### config.mk
export PLATFORM = sky130hd
export DESIGN_NAME = typeset_command_frequency_counter
export DESIGN_NICKNAME = d
export VERILOG_FILES = /design/src/tcfc_pkg.sv /design/src/tcfc_scanner.sv /design/src/tcfc_counter_bank.sv /design/src/typeset_command_frequency_counter.sv
export SDC_FILE = /design/constraint.sdc
export NUM_CORES = 2
export LEC_CHECK = 0
export ABC_AREA = 0
export BUFFER_PORTS_ARGS = -buffer_cell sky130_fd_sc_hd__buf_2
export CAP_MARGIN = 25
export CORE_MARGIN = 4
export CORE_UTILIZATION = 45
export DETAILED_ROUTE_END_ITERATION = 6
export RECOVER_POWER = 25
export SLEW_MARGIN = 10
export SYNTH_ARGS = -nofsm -noshare
export SYNTH_HDL_FRONTEND = slang
export SYNTH_SLANG_ARGS = --single-unit
### constraint.sdc
create_clock -name i_clk -period 7.41 [get_ports i_clk]
set_input_delay 0.3705 -clock i_clk [delete_from_list [all_inputs] [get_ports i_clk]]
set_output_delay 0.3705 -clock i_clk [all_outputs]
set_load 0.005 [all_outputs]
### src/tcfc_pkg.sv
// ----------------------------------------------------------------------------
// tcfc_pkg
// Shared types, codes and the command decode for the command frequency
// counter.
// ----------------------------------------------------------------------------
package tcfc_pkg;

    localparam int NUM_CLASSES     = 17;
    localparam int CLASS_W         = 5;
    localparam int DATA_W          = 8;
    localparam int OUT_W           = 32;
    localparam int FIXED_W         = 2;
    localparam int COUNT_WIDTH_DEF = 32;

    typedef logic [CLASS_W-1:0] t_class;
    typedef logic [DATA_W-1:0]  t_byte;
    typedef logic [FIXED_W-1:0] t_fixed;

    localparam t_class CLS_DEV      = 5'd0;
    localparam t_class CLS_COMMENT  = 5'd1;
    localparam t_class CLS_ENDLINE  = 5'd2;
    localparam t_class CLS_PAGE     = 5'd3;
    localparam t_class CLS_RELV     = 5'd4;
    localparam t_class CLS_ABSV     = 5'd5;
    localparam t_class CLS_WORD     = 5'd6;
    localparam t_class CLS_RELH     = 5'd7;
    localparam t_class CLS_ABSH     = 5'd8;
    localparam t_class CLS_FONT     = 5'd9;
    localparam t_class CLS_PSIZE    = 5'd10;
    localparam t_class CLS_DRAW     = 5'd11;
    localparam t_class CLS_TEXT     = 5'd12;
    localparam t_class CLS_TWOCHAR  = 5'd13;
    localparam t_class CLS_ONECHAR  = 5'd14;
    localparam t_class CLS_TWONCHAR = 5'd15;
    localparam t_class CLS_WSPACE   = 5'd16;

    localparam t_byte CH_NUL   = 8'h00;
    localparam t_byte CH_NL    = 8'h0A;
    localparam t_byte CH_SP    = 8'h20;
    localparam t_byte CH_HASH  = 8'h23;
    localparam t_byte CH_ZERO  = 8'h30;
    localparam t_byte CH_NINE  = 8'h39;
    localparam t_byte CH_UC_C  = 8'h43;
    localparam t_byte CH_UC_D  = 8'h44;
    localparam t_byte CH_UC_H  = 8'h48;
    localparam t_byte CH_UC_V  = 8'h56;
    localparam t_byte CH_LC_C  = 8'h63;
    localparam t_byte CH_LC_F  = 8'h66;
    localparam t_byte CH_LC_H  = 8'h68;
    localparam t_byte CH_LC_N  = 8'h6E;
    localparam t_byte CH_LC_P  = 8'h70;
    localparam t_byte CH_LC_S  = 8'h73;
    localparam t_byte CH_LC_T  = 8'h74;
    localparam t_byte CH_LC_V  = 8'h76;
    localparam t_byte CH_LC_W  = 8'h77;
    localparam t_byte CH_LC_X  = 8'h78;

    localparam t_fixed FIXED_TWO = 2'd2;
    localparam t_fixed FIXED_ONE = 2'd1;

    typedef enum logic [2:0] {
        MODE_IDLE,
        MODE_FIXED,
        MODE_TO_SPACE,
        MODE_TO_NL,
        MODE_SPACES,
        MODE_DIGITS
    } t_mode;

    typedef struct packed {
        logic   hit;
        t_class cls;
        t_mode  mode;
        logic   set_fixed;
        t_fixed fixed;
    } t_start;

    typedef struct packed {
        logic   add_en;
        logic   occ_en;
        t_class cls;
    } t_update;

    function automatic logic is_digit(input t_byte c);
        return (c >= CH_ZERO) && (c <= CH_NINE);
    endfunction

    function automatic t_start start_of(input t_byte c);
        t_start s;
        s           = '0;
        s.hit       = 1'b1;
        s.mode      = MODE_IDLE;
        if (c == CH_NL || c == CH_SP || c == CH_NUL) begin
            s.cls = CLS_WSPACE;
        end else if (is_digit(c)) begin
            s.cls       = CLS_TWONCHAR;
            s.mode      = MODE_FIXED;
            s.set_fixed = 1'b1;
            s.fixed     = FIXED_TWO;
        end else begin
            unique case (c)
                CH_LC_C: begin
                    s.cls       = CLS_ONECHAR;
                    s.mode      = MODE_FIXED;
                    s.set_fixed = 1'b1;
                    s.fixed     = FIXED_ONE;
                end
                CH_UC_C: begin s.cls = CLS_TWOCHAR; s.mode = MODE_TO_SPACE; end
                CH_LC_F: begin s.cls = CLS_FONT;    s.mode = MODE_TO_SPACE; end
                CH_LC_T: begin s.cls = CLS_TEXT;    s.mode = MODE_TO_NL;    end
                CH_UC_D: begin s.cls = CLS_DRAW;    s.mode = MODE_TO_NL;    end
                CH_LC_N: begin s.cls = CLS_ENDLINE; s.mode = MODE_TO_NL;    end
                CH_HASH: begin s.cls = CLS_COMMENT; s.mode = MODE_TO_NL;    end
                CH_LC_X: begin s.cls = CLS_DEV;     s.mode = MODE_TO_NL;    end
                CH_LC_S: begin s.cls = CLS_PSIZE;   s.mode = MODE_SPACES;   end
                CH_UC_H: begin s.cls = CLS_ABSH;    s.mode = MODE_SPACES;   end
                CH_LC_H: begin s.cls = CLS_RELH;    s.mode = MODE_SPACES;   end
                CH_UC_V: begin s.cls = CLS_ABSV;    s.mode = MODE_SPACES;   end
                CH_LC_V: begin s.cls = CLS_RELV;    s.mode = MODE_SPACES;   end
                CH_LC_P: begin s.cls = CLS_PAGE;    s.mode = MODE_SPACES;   end
                CH_LC_W: begin s.cls = CLS_WORD;    s.mode = MODE_IDLE;     end
                default: s.hit = 1'b0;
            endcase
        end
        return s;
    endfunction

endpackage

### src/tcfc_scanner.sv
// ----------------------------------------------------------------------------
// tcfc_scanner
// Command parser: tracks the argument rule of the open command and names
// the class that each stream byte is charged to.
// ----------------------------------------------------------------------------
module tcfc_scanner (
    input  logic              i_clk,
    input  logic              i_rst_n,
    input  logic              i_step,
    input  tcfc_pkg::t_byte   i_byte,
    output tcfc_pkg::t_update o_upd
);
    import tcfc_pkg::*;

    t_mode   r_mode;
    t_mode   n_mode;
    t_fixed  r_fixed_left;
    t_fixed  n_fixed_left;
    t_class  r_open_class;
    t_class  n_open_class;
    t_start  st;
    t_class  k;
    logic    restart;
    logic    is_sp;
    logic    is_nl;
    logic    is_dig;

    always_ff @(posedge i_clk) begin
        if (!i_rst_n) begin
            r_mode       <= MODE_IDLE;
            r_fixed_left <= '0;
            r_open_class <= '0;
        end else begin
            r_mode       <= n_mode;
            r_fixed_left <= n_fixed_left;
            r_open_class <= n_open_class;
        end
    end

    always_comb begin
        n_mode       = r_mode;
        n_fixed_left = r_fixed_left;
        n_open_class = r_open_class;
        o_upd        = '0;
        restart      = 1'b0;
        st           = start_of(i_byte);
        is_sp        = (i_byte == CH_SP);
        is_nl        = (i_byte == CH_NL);
        is_dig       = is_digit(i_byte);
        k            = (r_open_class < CLASS_W'(NUM_CLASSES)) ? r_open_class : CLS_WSPACE;
        if (i_step) begin
            unique case (r_mode)
                MODE_FIXED: begin
                    o_upd.add_en = 1'b1;
                    o_upd.cls    = k;
                    if (r_fixed_left > FIXED_ONE) begin
                        n_fixed_left = r_fixed_left - FIXED_ONE;
                    end else begin
                        n_fixed_left = '0;
                        n_mode       = MODE_IDLE;
                    end
                end
                MODE_TO_SPACE: begin
                    if (is_sp || is_nl) begin
                        restart = 1'b1;
                    end else begin
                        o_upd.add_en = 1'b1;
                        o_upd.cls    = k;
                    end
                end
                MODE_TO_NL: begin
                    o_upd.add_en = 1'b1;
                    o_upd.cls    = k;
                    if (is_nl) begin
                        n_mode = MODE_IDLE;
                    end
                end
                MODE_SPACES: begin
                    if (is_sp) begin
                        o_upd.add_en = 1'b1;
                        o_upd.cls    = k;
                    end else if (is_dig) begin
                        o_upd.add_en = 1'b1;
                        o_upd.cls    = k;
                        n_mode       = MODE_DIGITS;
                    end else begin
                        restart = 1'b1;
                    end
                end
                MODE_DIGITS: begin
                    if (is_dig) begin
                        o_upd.add_en = 1'b1;
                        o_upd.cls    = k;
                    end else begin
                        restart = 1'b1;
                    end
                end
                default: restart = 1'b1;
            endcase
        end
        // reclassify the byte as the first byte of a new command
        if (restart) begin
            n_mode = MODE_IDLE;
            if (st.hit) begin
                o_upd.add_en = 1'b1;
                o_upd.occ_en = 1'b1;
                o_upd.cls    = st.cls;
                n_open_class = st.cls;
                n_mode       = st.mode;
                if (st.set_fixed) begin
                    n_fixed_left = st.fixed;
                end
            end
        end
    end

endmodule

### src/tcfc_counter_bank.sv
// ----------------------------------------------------------------------------
// tcfc_counter_bank
// Per-class occurrence and byte counters with one read port.
// ----------------------------------------------------------------------------
module tcfc_counter_bank #(
    parameter int COUNT_WIDTH = tcfc_pkg::COUNT_WIDTH_DEF
) (
    input  logic                       i_clk,
    input  logic                       i_rst_n,
    input  tcfc_pkg::t_update          i_upd,
    input  tcfc_pkg::t_class           i_rd_idx,
    output logic [tcfc_pkg::OUT_W-1:0] o_count,
    output logic [tcfc_pkg::OUT_W-1:0] o_bytes
);
    import tcfc_pkg::*;

    logic [COUNT_WIDTH-1:0] r_occ   [NUM_CLASSES];
    logic [COUNT_WIDTH-1:0] r_bytes [NUM_CLASSES];

    always_ff @(posedge i_clk) begin
        for (int i = 0; i < NUM_CLASSES; i++) begin
            if (!i_rst_n) begin
                r_occ[i]   <= '0;
                r_bytes[i] <= '0;
            end else if (i_upd.cls == CLASS_W'(i)) begin
                if (i_upd.occ_en) begin
                    r_occ[i] <= r_occ[i] + COUNT_WIDTH'(1);
                end
                if (i_upd.add_en) begin
                    r_bytes[i] <= r_bytes[i] + COUNT_WIDTH'(1);
                end
            end
        end
    end

    always_comb begin
        o_count = '0;
        o_bytes = '0;
        if (i_rd_idx < CLASS_W'(NUM_CLASSES)) begin
            o_count = OUT_W'(r_occ[i_rd_idx]);
            o_bytes = OUT_W'(r_bytes[i_rd_idx]);
        end
    end

endmodule

### src/typeset_command_frequency_counter.sv
// ----------------------------------------------------------------------------
// typeset_command_frequency_counter
// Sorts typesetter command bytes into 17 classes and counts commands and
// bytes per class; a read beat returns one class's two counters.
// ----------------------------------------------------------------------------
// One beat a cycle, sustained, while no read waits on a stalled output. A
// feed beat is registered, then parsed and charged to the counters in the
// next cycle; a read beat is registered, then its counters are copied into
// the output register once that register is free. A read that follows
// feed beats directly sees their counts. A feed beat gives no result.
// Counters wrap at COUNT_WIDTH bits and the outputs carry their low 32 bits;
// a read of a class above 16 returns zeros. Counters are clear right out of reset, with no warm-up.
module typeset_command_frequency_counter #(
    parameter int COUNT_WIDTH = tcfc_pkg::COUNT_WIDTH_DEF
) (
    input  logic                         i_clk,
    input  logic                         i_rst_n,
    input  logic                         i_in_valid,
    output logic                         o_in_ready,
    input  logic                         i_cmd,
    input  logic [tcfc_pkg::DATA_W-1:0]  i_data_byte,
    input  logic [tcfc_pkg::CLASS_W-1:0] i_class_index,
    output logic                         o_out_valid,
    input  logic                         i_out_ready,
    output logic [tcfc_pkg::OUT_W-1:0]   o_class_count,
    output logic [tcfc_pkg::OUT_W-1:0]   o_class_bytes
);
    import tcfc_pkg::*;

    logic            r_s1_valid;
    logic            r_s1_cmd;
    t_byte           r_s1_byte;
    t_class          r_s1_idx;
    logic            r_out_valid;
    logic [OUT_W-1:0] r_count;
    logic [OUT_W-1:0] r_bytes;
    logic            out_free;
    logic            s1_fire;
    logic            in_take;
    t_update         upd;
    logic [OUT_W-1:0] rd_count;
    logic [OUT_W-1:0] rd_bytes;

    assign out_free   = !r_out_valid || i_out_ready;
    assign s1_fire    = r_s1_valid && (!r_s1_cmd || out_free);
    assign o_in_ready = !r_s1_valid || s1_fire;
    assign in_take    = i_in_valid && o_in_ready;

    always_ff @(posedge i_clk) begin
        if (!i_rst_n) begin
            r_s1_valid  <= 1'b0;
            r_out_valid <= 1'b0;
        end else begin
            if (o_in_ready) begin
                r_s1_valid <= i_in_valid;
            end
            if (s1_fire && r_s1_cmd) begin
                r_out_valid <= 1'b1;
            end else if (i_out_ready) begin
                r_out_valid <= 1'b0;
            end
        end
    end

    always_ff @(posedge i_clk) begin
        if (in_take) begin
            r_s1_cmd  <= i_cmd;
            r_s1_byte <= i_data_byte;
            r_s1_idx  <= i_class_index;
        end
        if (s1_fire && r_s1_cmd) begin
            r_count <= rd_count;
            r_bytes <= rd_bytes;
        end
    end

    tcfc_scanner u_scanner (
        .i_clk   (i_clk),
        .i_rst_n (i_rst_n),
        .i_step  (s1_fire && !r_s1_cmd),
        .i_byte  (r_s1_byte),
        .o_upd   (upd)
    );

    tcfc_counter_bank #(
        .COUNT_WIDTH (COUNT_WIDTH)
    ) u_bank (
        .i_clk    (i_clk),
        .i_rst_n  (i_rst_n),
        .i_upd    (upd),
        .i_rd_idx (r_s1_idx),
        .o_count  (rd_count),
        .o_bytes  (rd_bytes)
    );

    assign o_out_valid   = r_out_valid;
    assign o_class_count = r_count;
    assign o_class_bytes = r_bytes;

endmodule

==> results.json <==
{
  "status": "finished, violations left",
  "violations": "max-capacitance violations, max-slew violations",
  "grt_pass1_vias": 47300,
  "avgSynthCellArea_um2": 11.4,
  "worst-path-max-fanout": 23,
  "start_util": 0.452,
  "fill_cells": 13700,
  "instances_no_fill": 8294,
  "slew_violations": 436,
  "cts.sinks": 1178,
  "timing.rr.start": "r_s1_byte[1]$_DFFE_PP_",
  "clkLatencyLatePin_ps": 780,
  "worstPathArrival_ps": 6400,
  "netlist_top_cells_area": "edfxtp_1, mux4_2, xor2_1",
  "tightest_slew_ps": 3000,
  "p_per_area_mw_per_mm2": 205,
  "gr-usage-all-layers": 0.239,
  "synthArstFlopShare": 0,
  "ir_drop_uv": 211,
  "layout-drive-gt1-share": 0.115,
  "clkTransAtPathRegs_ps": 60,
  "grt_first_pass_wirelength_um": 298000,
  "seqCellArea_mm2": 0.0353,
  "reg2reg_slack_ps": 1480,
  "dieHeight_um": 401,
  "portBuffers": 83,
  "ctsResizeCount": 0,
  "mostFrequentLayoutCells": "edfxtp_1, nor2_1, xor2_1",
  "worst_path_max_delay_cell": "o21ai_0",
  "cp-end-kind": "register",
  "crit_required_ps": 7870,
  "seq_area_frac_synth": 0.506,
  "leakage_nw": 24.7,
  "final_hold_viol_count": 0,
  "ys_ff_latch": 1178,
  "rsz0062_at_grt": "false",
  "finClkSkew_ps": 28.9,
  "multi_input_area_mm2": 0.0331,
  "synth_fp_nets": 6156,
  "drtPass1Iterations": 6,
  "wl_per_cell_um": 23.7,
  "yosys_warnings": 0,
  "drt-vias-per-instance": 5.99,
  "drcViolationCount": 0,
  "max_clock_freq_mhz": 169,
  "synth_largest_area_cell": "edfxtp_1",
  "crit_start": "r_s1_byte[1]$_DFFE_PP_",
  "die_w_um": 401,
  "grt_max_degree": 128,
  "placed_cells": 8007,
  "endpoint": "u_bank.r_occ[10][8]$_SDFFCE_PN0P_",
  "syn-cell-area_mm2": 0.0697,
  "critical_path_class": "register to register",
  "r2r_end": "u_bank.r_occ[10][8]$_SDFFCE_PN0P_",
  "postCtsSetupRepairBufs": 0,
  "synth_edf_count": 1166,
  "ant_nets": 0,
  "slew_headroom": -0.997,
  "globalplace.congestion": 0.877,
  "cap_violations": 14,
  "drt_iter0_drc": 4944,
  "cts_tree": "done",
  "cts_buffer_depth": 3,
  "antenna_found_initial": 9,
  "die_area_mm2": 0.161,
  "num-nets-final": 6186,
  "syn_to_final_growth_pct": 11.2,
  "h-tree-depth": 4,
  "design.core.area_mm2": 0.154,
  "num_rows": 144,
  "slowest_delay_ps": 1300,
  "cp-start-kind": "register",
  "final_common_cell": "edfxtp_1",
  "hold_ws_ps": 72.9,
  "crit_chain": "nor3_4 -> a32oi_1 -> o32a_1 -> o21ai_0 -> o32a_1 -> nand3_1 -> o21ai_4 -> buf_16",
  "overflow": 0,
  "postSynthCellCount": 6104,
  "min_period_ps": 5930,
  "worst_path_most_repeated_cell": "o32a_1",
  "via_count": 49700,
  "tns_ps": 0,
  "reg2reg_depth": 8,
  "ios": 84,
  "setup_viol": 0,
  "netlist-cell-type-count": 78,
  "min_path_type": "input port to register",
  "fin_crit_sh": 0.801,
  "wl_um": 196000,
  "root_buffer": "clkbuf_16",
  "dpl.hpwl_um": 141000,
  "yosys.area.top_type_share": 0.503,
  "cts_hold_buf": 15,
  "cts_buffers": 139,
  "synthFlopType": "edfxtp_1"
}
==> worst min path at each step <==
stage,from,to,slack [ps],depth (start not counted)
detailed placement,u_scanner.r_open_class[1]$_SDFFE_PN0P_,u_scanner.r_open_class[1]$_SDFFE_PN0P_,450,2
global placement,u_scanner.r_open_class[1]$_SDFFE_PN0P_,u_scanner.r_open_class[1]$_SDFFE_PN0P_,450,2
floorplan,u_scanner.r_open_class[1]$_SDFFE_PN0P_,u_scanner.r_open_class[1]$_SDFFE_PN0P_,440,2
finish,i_rst_n,u_bank.r_bytes[15][1]$_SDFFCE_PN0P_,70,3
CTS,i_rst_n,u_bank.r_bytes[15][8]$_SDFFCE_PN0P_,30,3
global route,i_rst_n,u_bank.r_bytes[15][1]$_SDFFCE_PN0P_,60,3
==> area by class of cell <==
class / count / area share
inverters: 98 / 0.00481
flip-flops and latches: 1178 / 0.455
well taps: 2044 / 0.0330
clock inverters: 73 / 0.00969
multi-input cells: 4497 / 0.427
clock buffers: 182 / 0.0482
repair buffers: 220 / 0.0220
diodes: 2 / 0.0000646
==> cell usage after synthesis (4+ instances only) <==
cell type and n:
inv_1 98, nand2_1 405, nand3_1 426, o21ai_0 27
clkbuf_1 245, mux2i_1 64, buf_2 40, or3_1 23
nor3b_1 4, o211ai_1 5, buf_4 6, or2_2 13
and3_1 286, nand4_1 190, mux4_2 320, a21o_1 4
nand2b_1 7, nor2b_1 17, a31oi_1 5, buf_1 38
nor4_1 153, nor2_1 749, dfxtp_1 12, or4_1 4
a21oi_1 17, o31ai_1 6, xor2_1 573, xnor2_1 449
and4_1 90, nor3_1 517, and2_1 43, edfxtp_1 1166
ha_1 34
==> metrics by stage <==
step / cell area [µm²] / power [W] / util / setup slack [ps]
final: 77500 / 0.0159 / 0.503 / 1480
after global routing: 77500 / 0.0164 / 0.503 / 1140
after CTS: 77400 / 0.0160 / 0.502 / 2140
after detailed placement: 72700 / 0.00914 / 0.472 / 2100
after global placement: 72500 / 0.00911 / 0.470 / 2230
after floorplan: 69700 / 0.00865 / - / 2210
==> registers in the layout (all words and copies together) (netlist names) <==
name,count
r_s1_byte,8
o_class_count,32
u_scanner.r_mode,3
u_scanner.r_open_class,5
r_s1_valid,1
u_bank.r_bytes,544
o_class_bytes,32
u_bank.r_occ,544
u_scanner.r_fixed_left,2
r_s1_cmd,1
r_s1_idx,5
o_out_valid,1
==> power breakdown <==
| group | internal [W] | switching [W] | total [W] | leakage, nW |
|---|---|---|---|---|
| Combinational | 0.000482 | 0.000661 | 0.00114 | 10.5 |
| Clock | 0.00397 | 0.00291 | 0.00688 | 2.16 |
| Sequential | 0.00756 | 0.000321 | 0.00788 | 12.1 |
==> kinds of logic after synthesis <==
| group | count (synthesis) | synth area share |
|---|---|---|
| muxes | 384 | 0.113 |
| DFF | 1178 | 0.506 |
| adders and majority gates | 34 | 0.00611 |
| xor gates and xnor gates | 1022 | 0.128 |
| and+or+nand+nor | 2955 | 0.212 |
| buffers and inverters | 429 | 0.0242 |
| AOI/OAI and AO/OA | 102 | 0.0104 |
==> layer usage <==
| metal | global-route usage | part of all wire | vias up |
|---|---|---|---|
| met5 | 0 | 0.000066 | - |
| met3 | 0.0361 | 0.064 | 303 |
| met1 | 0.330 | 0.42 | 24900 |
| met4 | 0.0945 | 0.043 | 2 |
| met2 | 0.380 | 0.47 | 1610 |
| li1 | - | - | 22800 |
==> critical path: cells and delay by family (launching register included) <==
kind	cells	cell delay (ps)
AOI/OAI and AO/OA	5	3530
and+or+nand+nor	2	1220
DFF	1	640
buffers and inverters	1	240
Note: power is estimated with default switching activity, not from simulation.
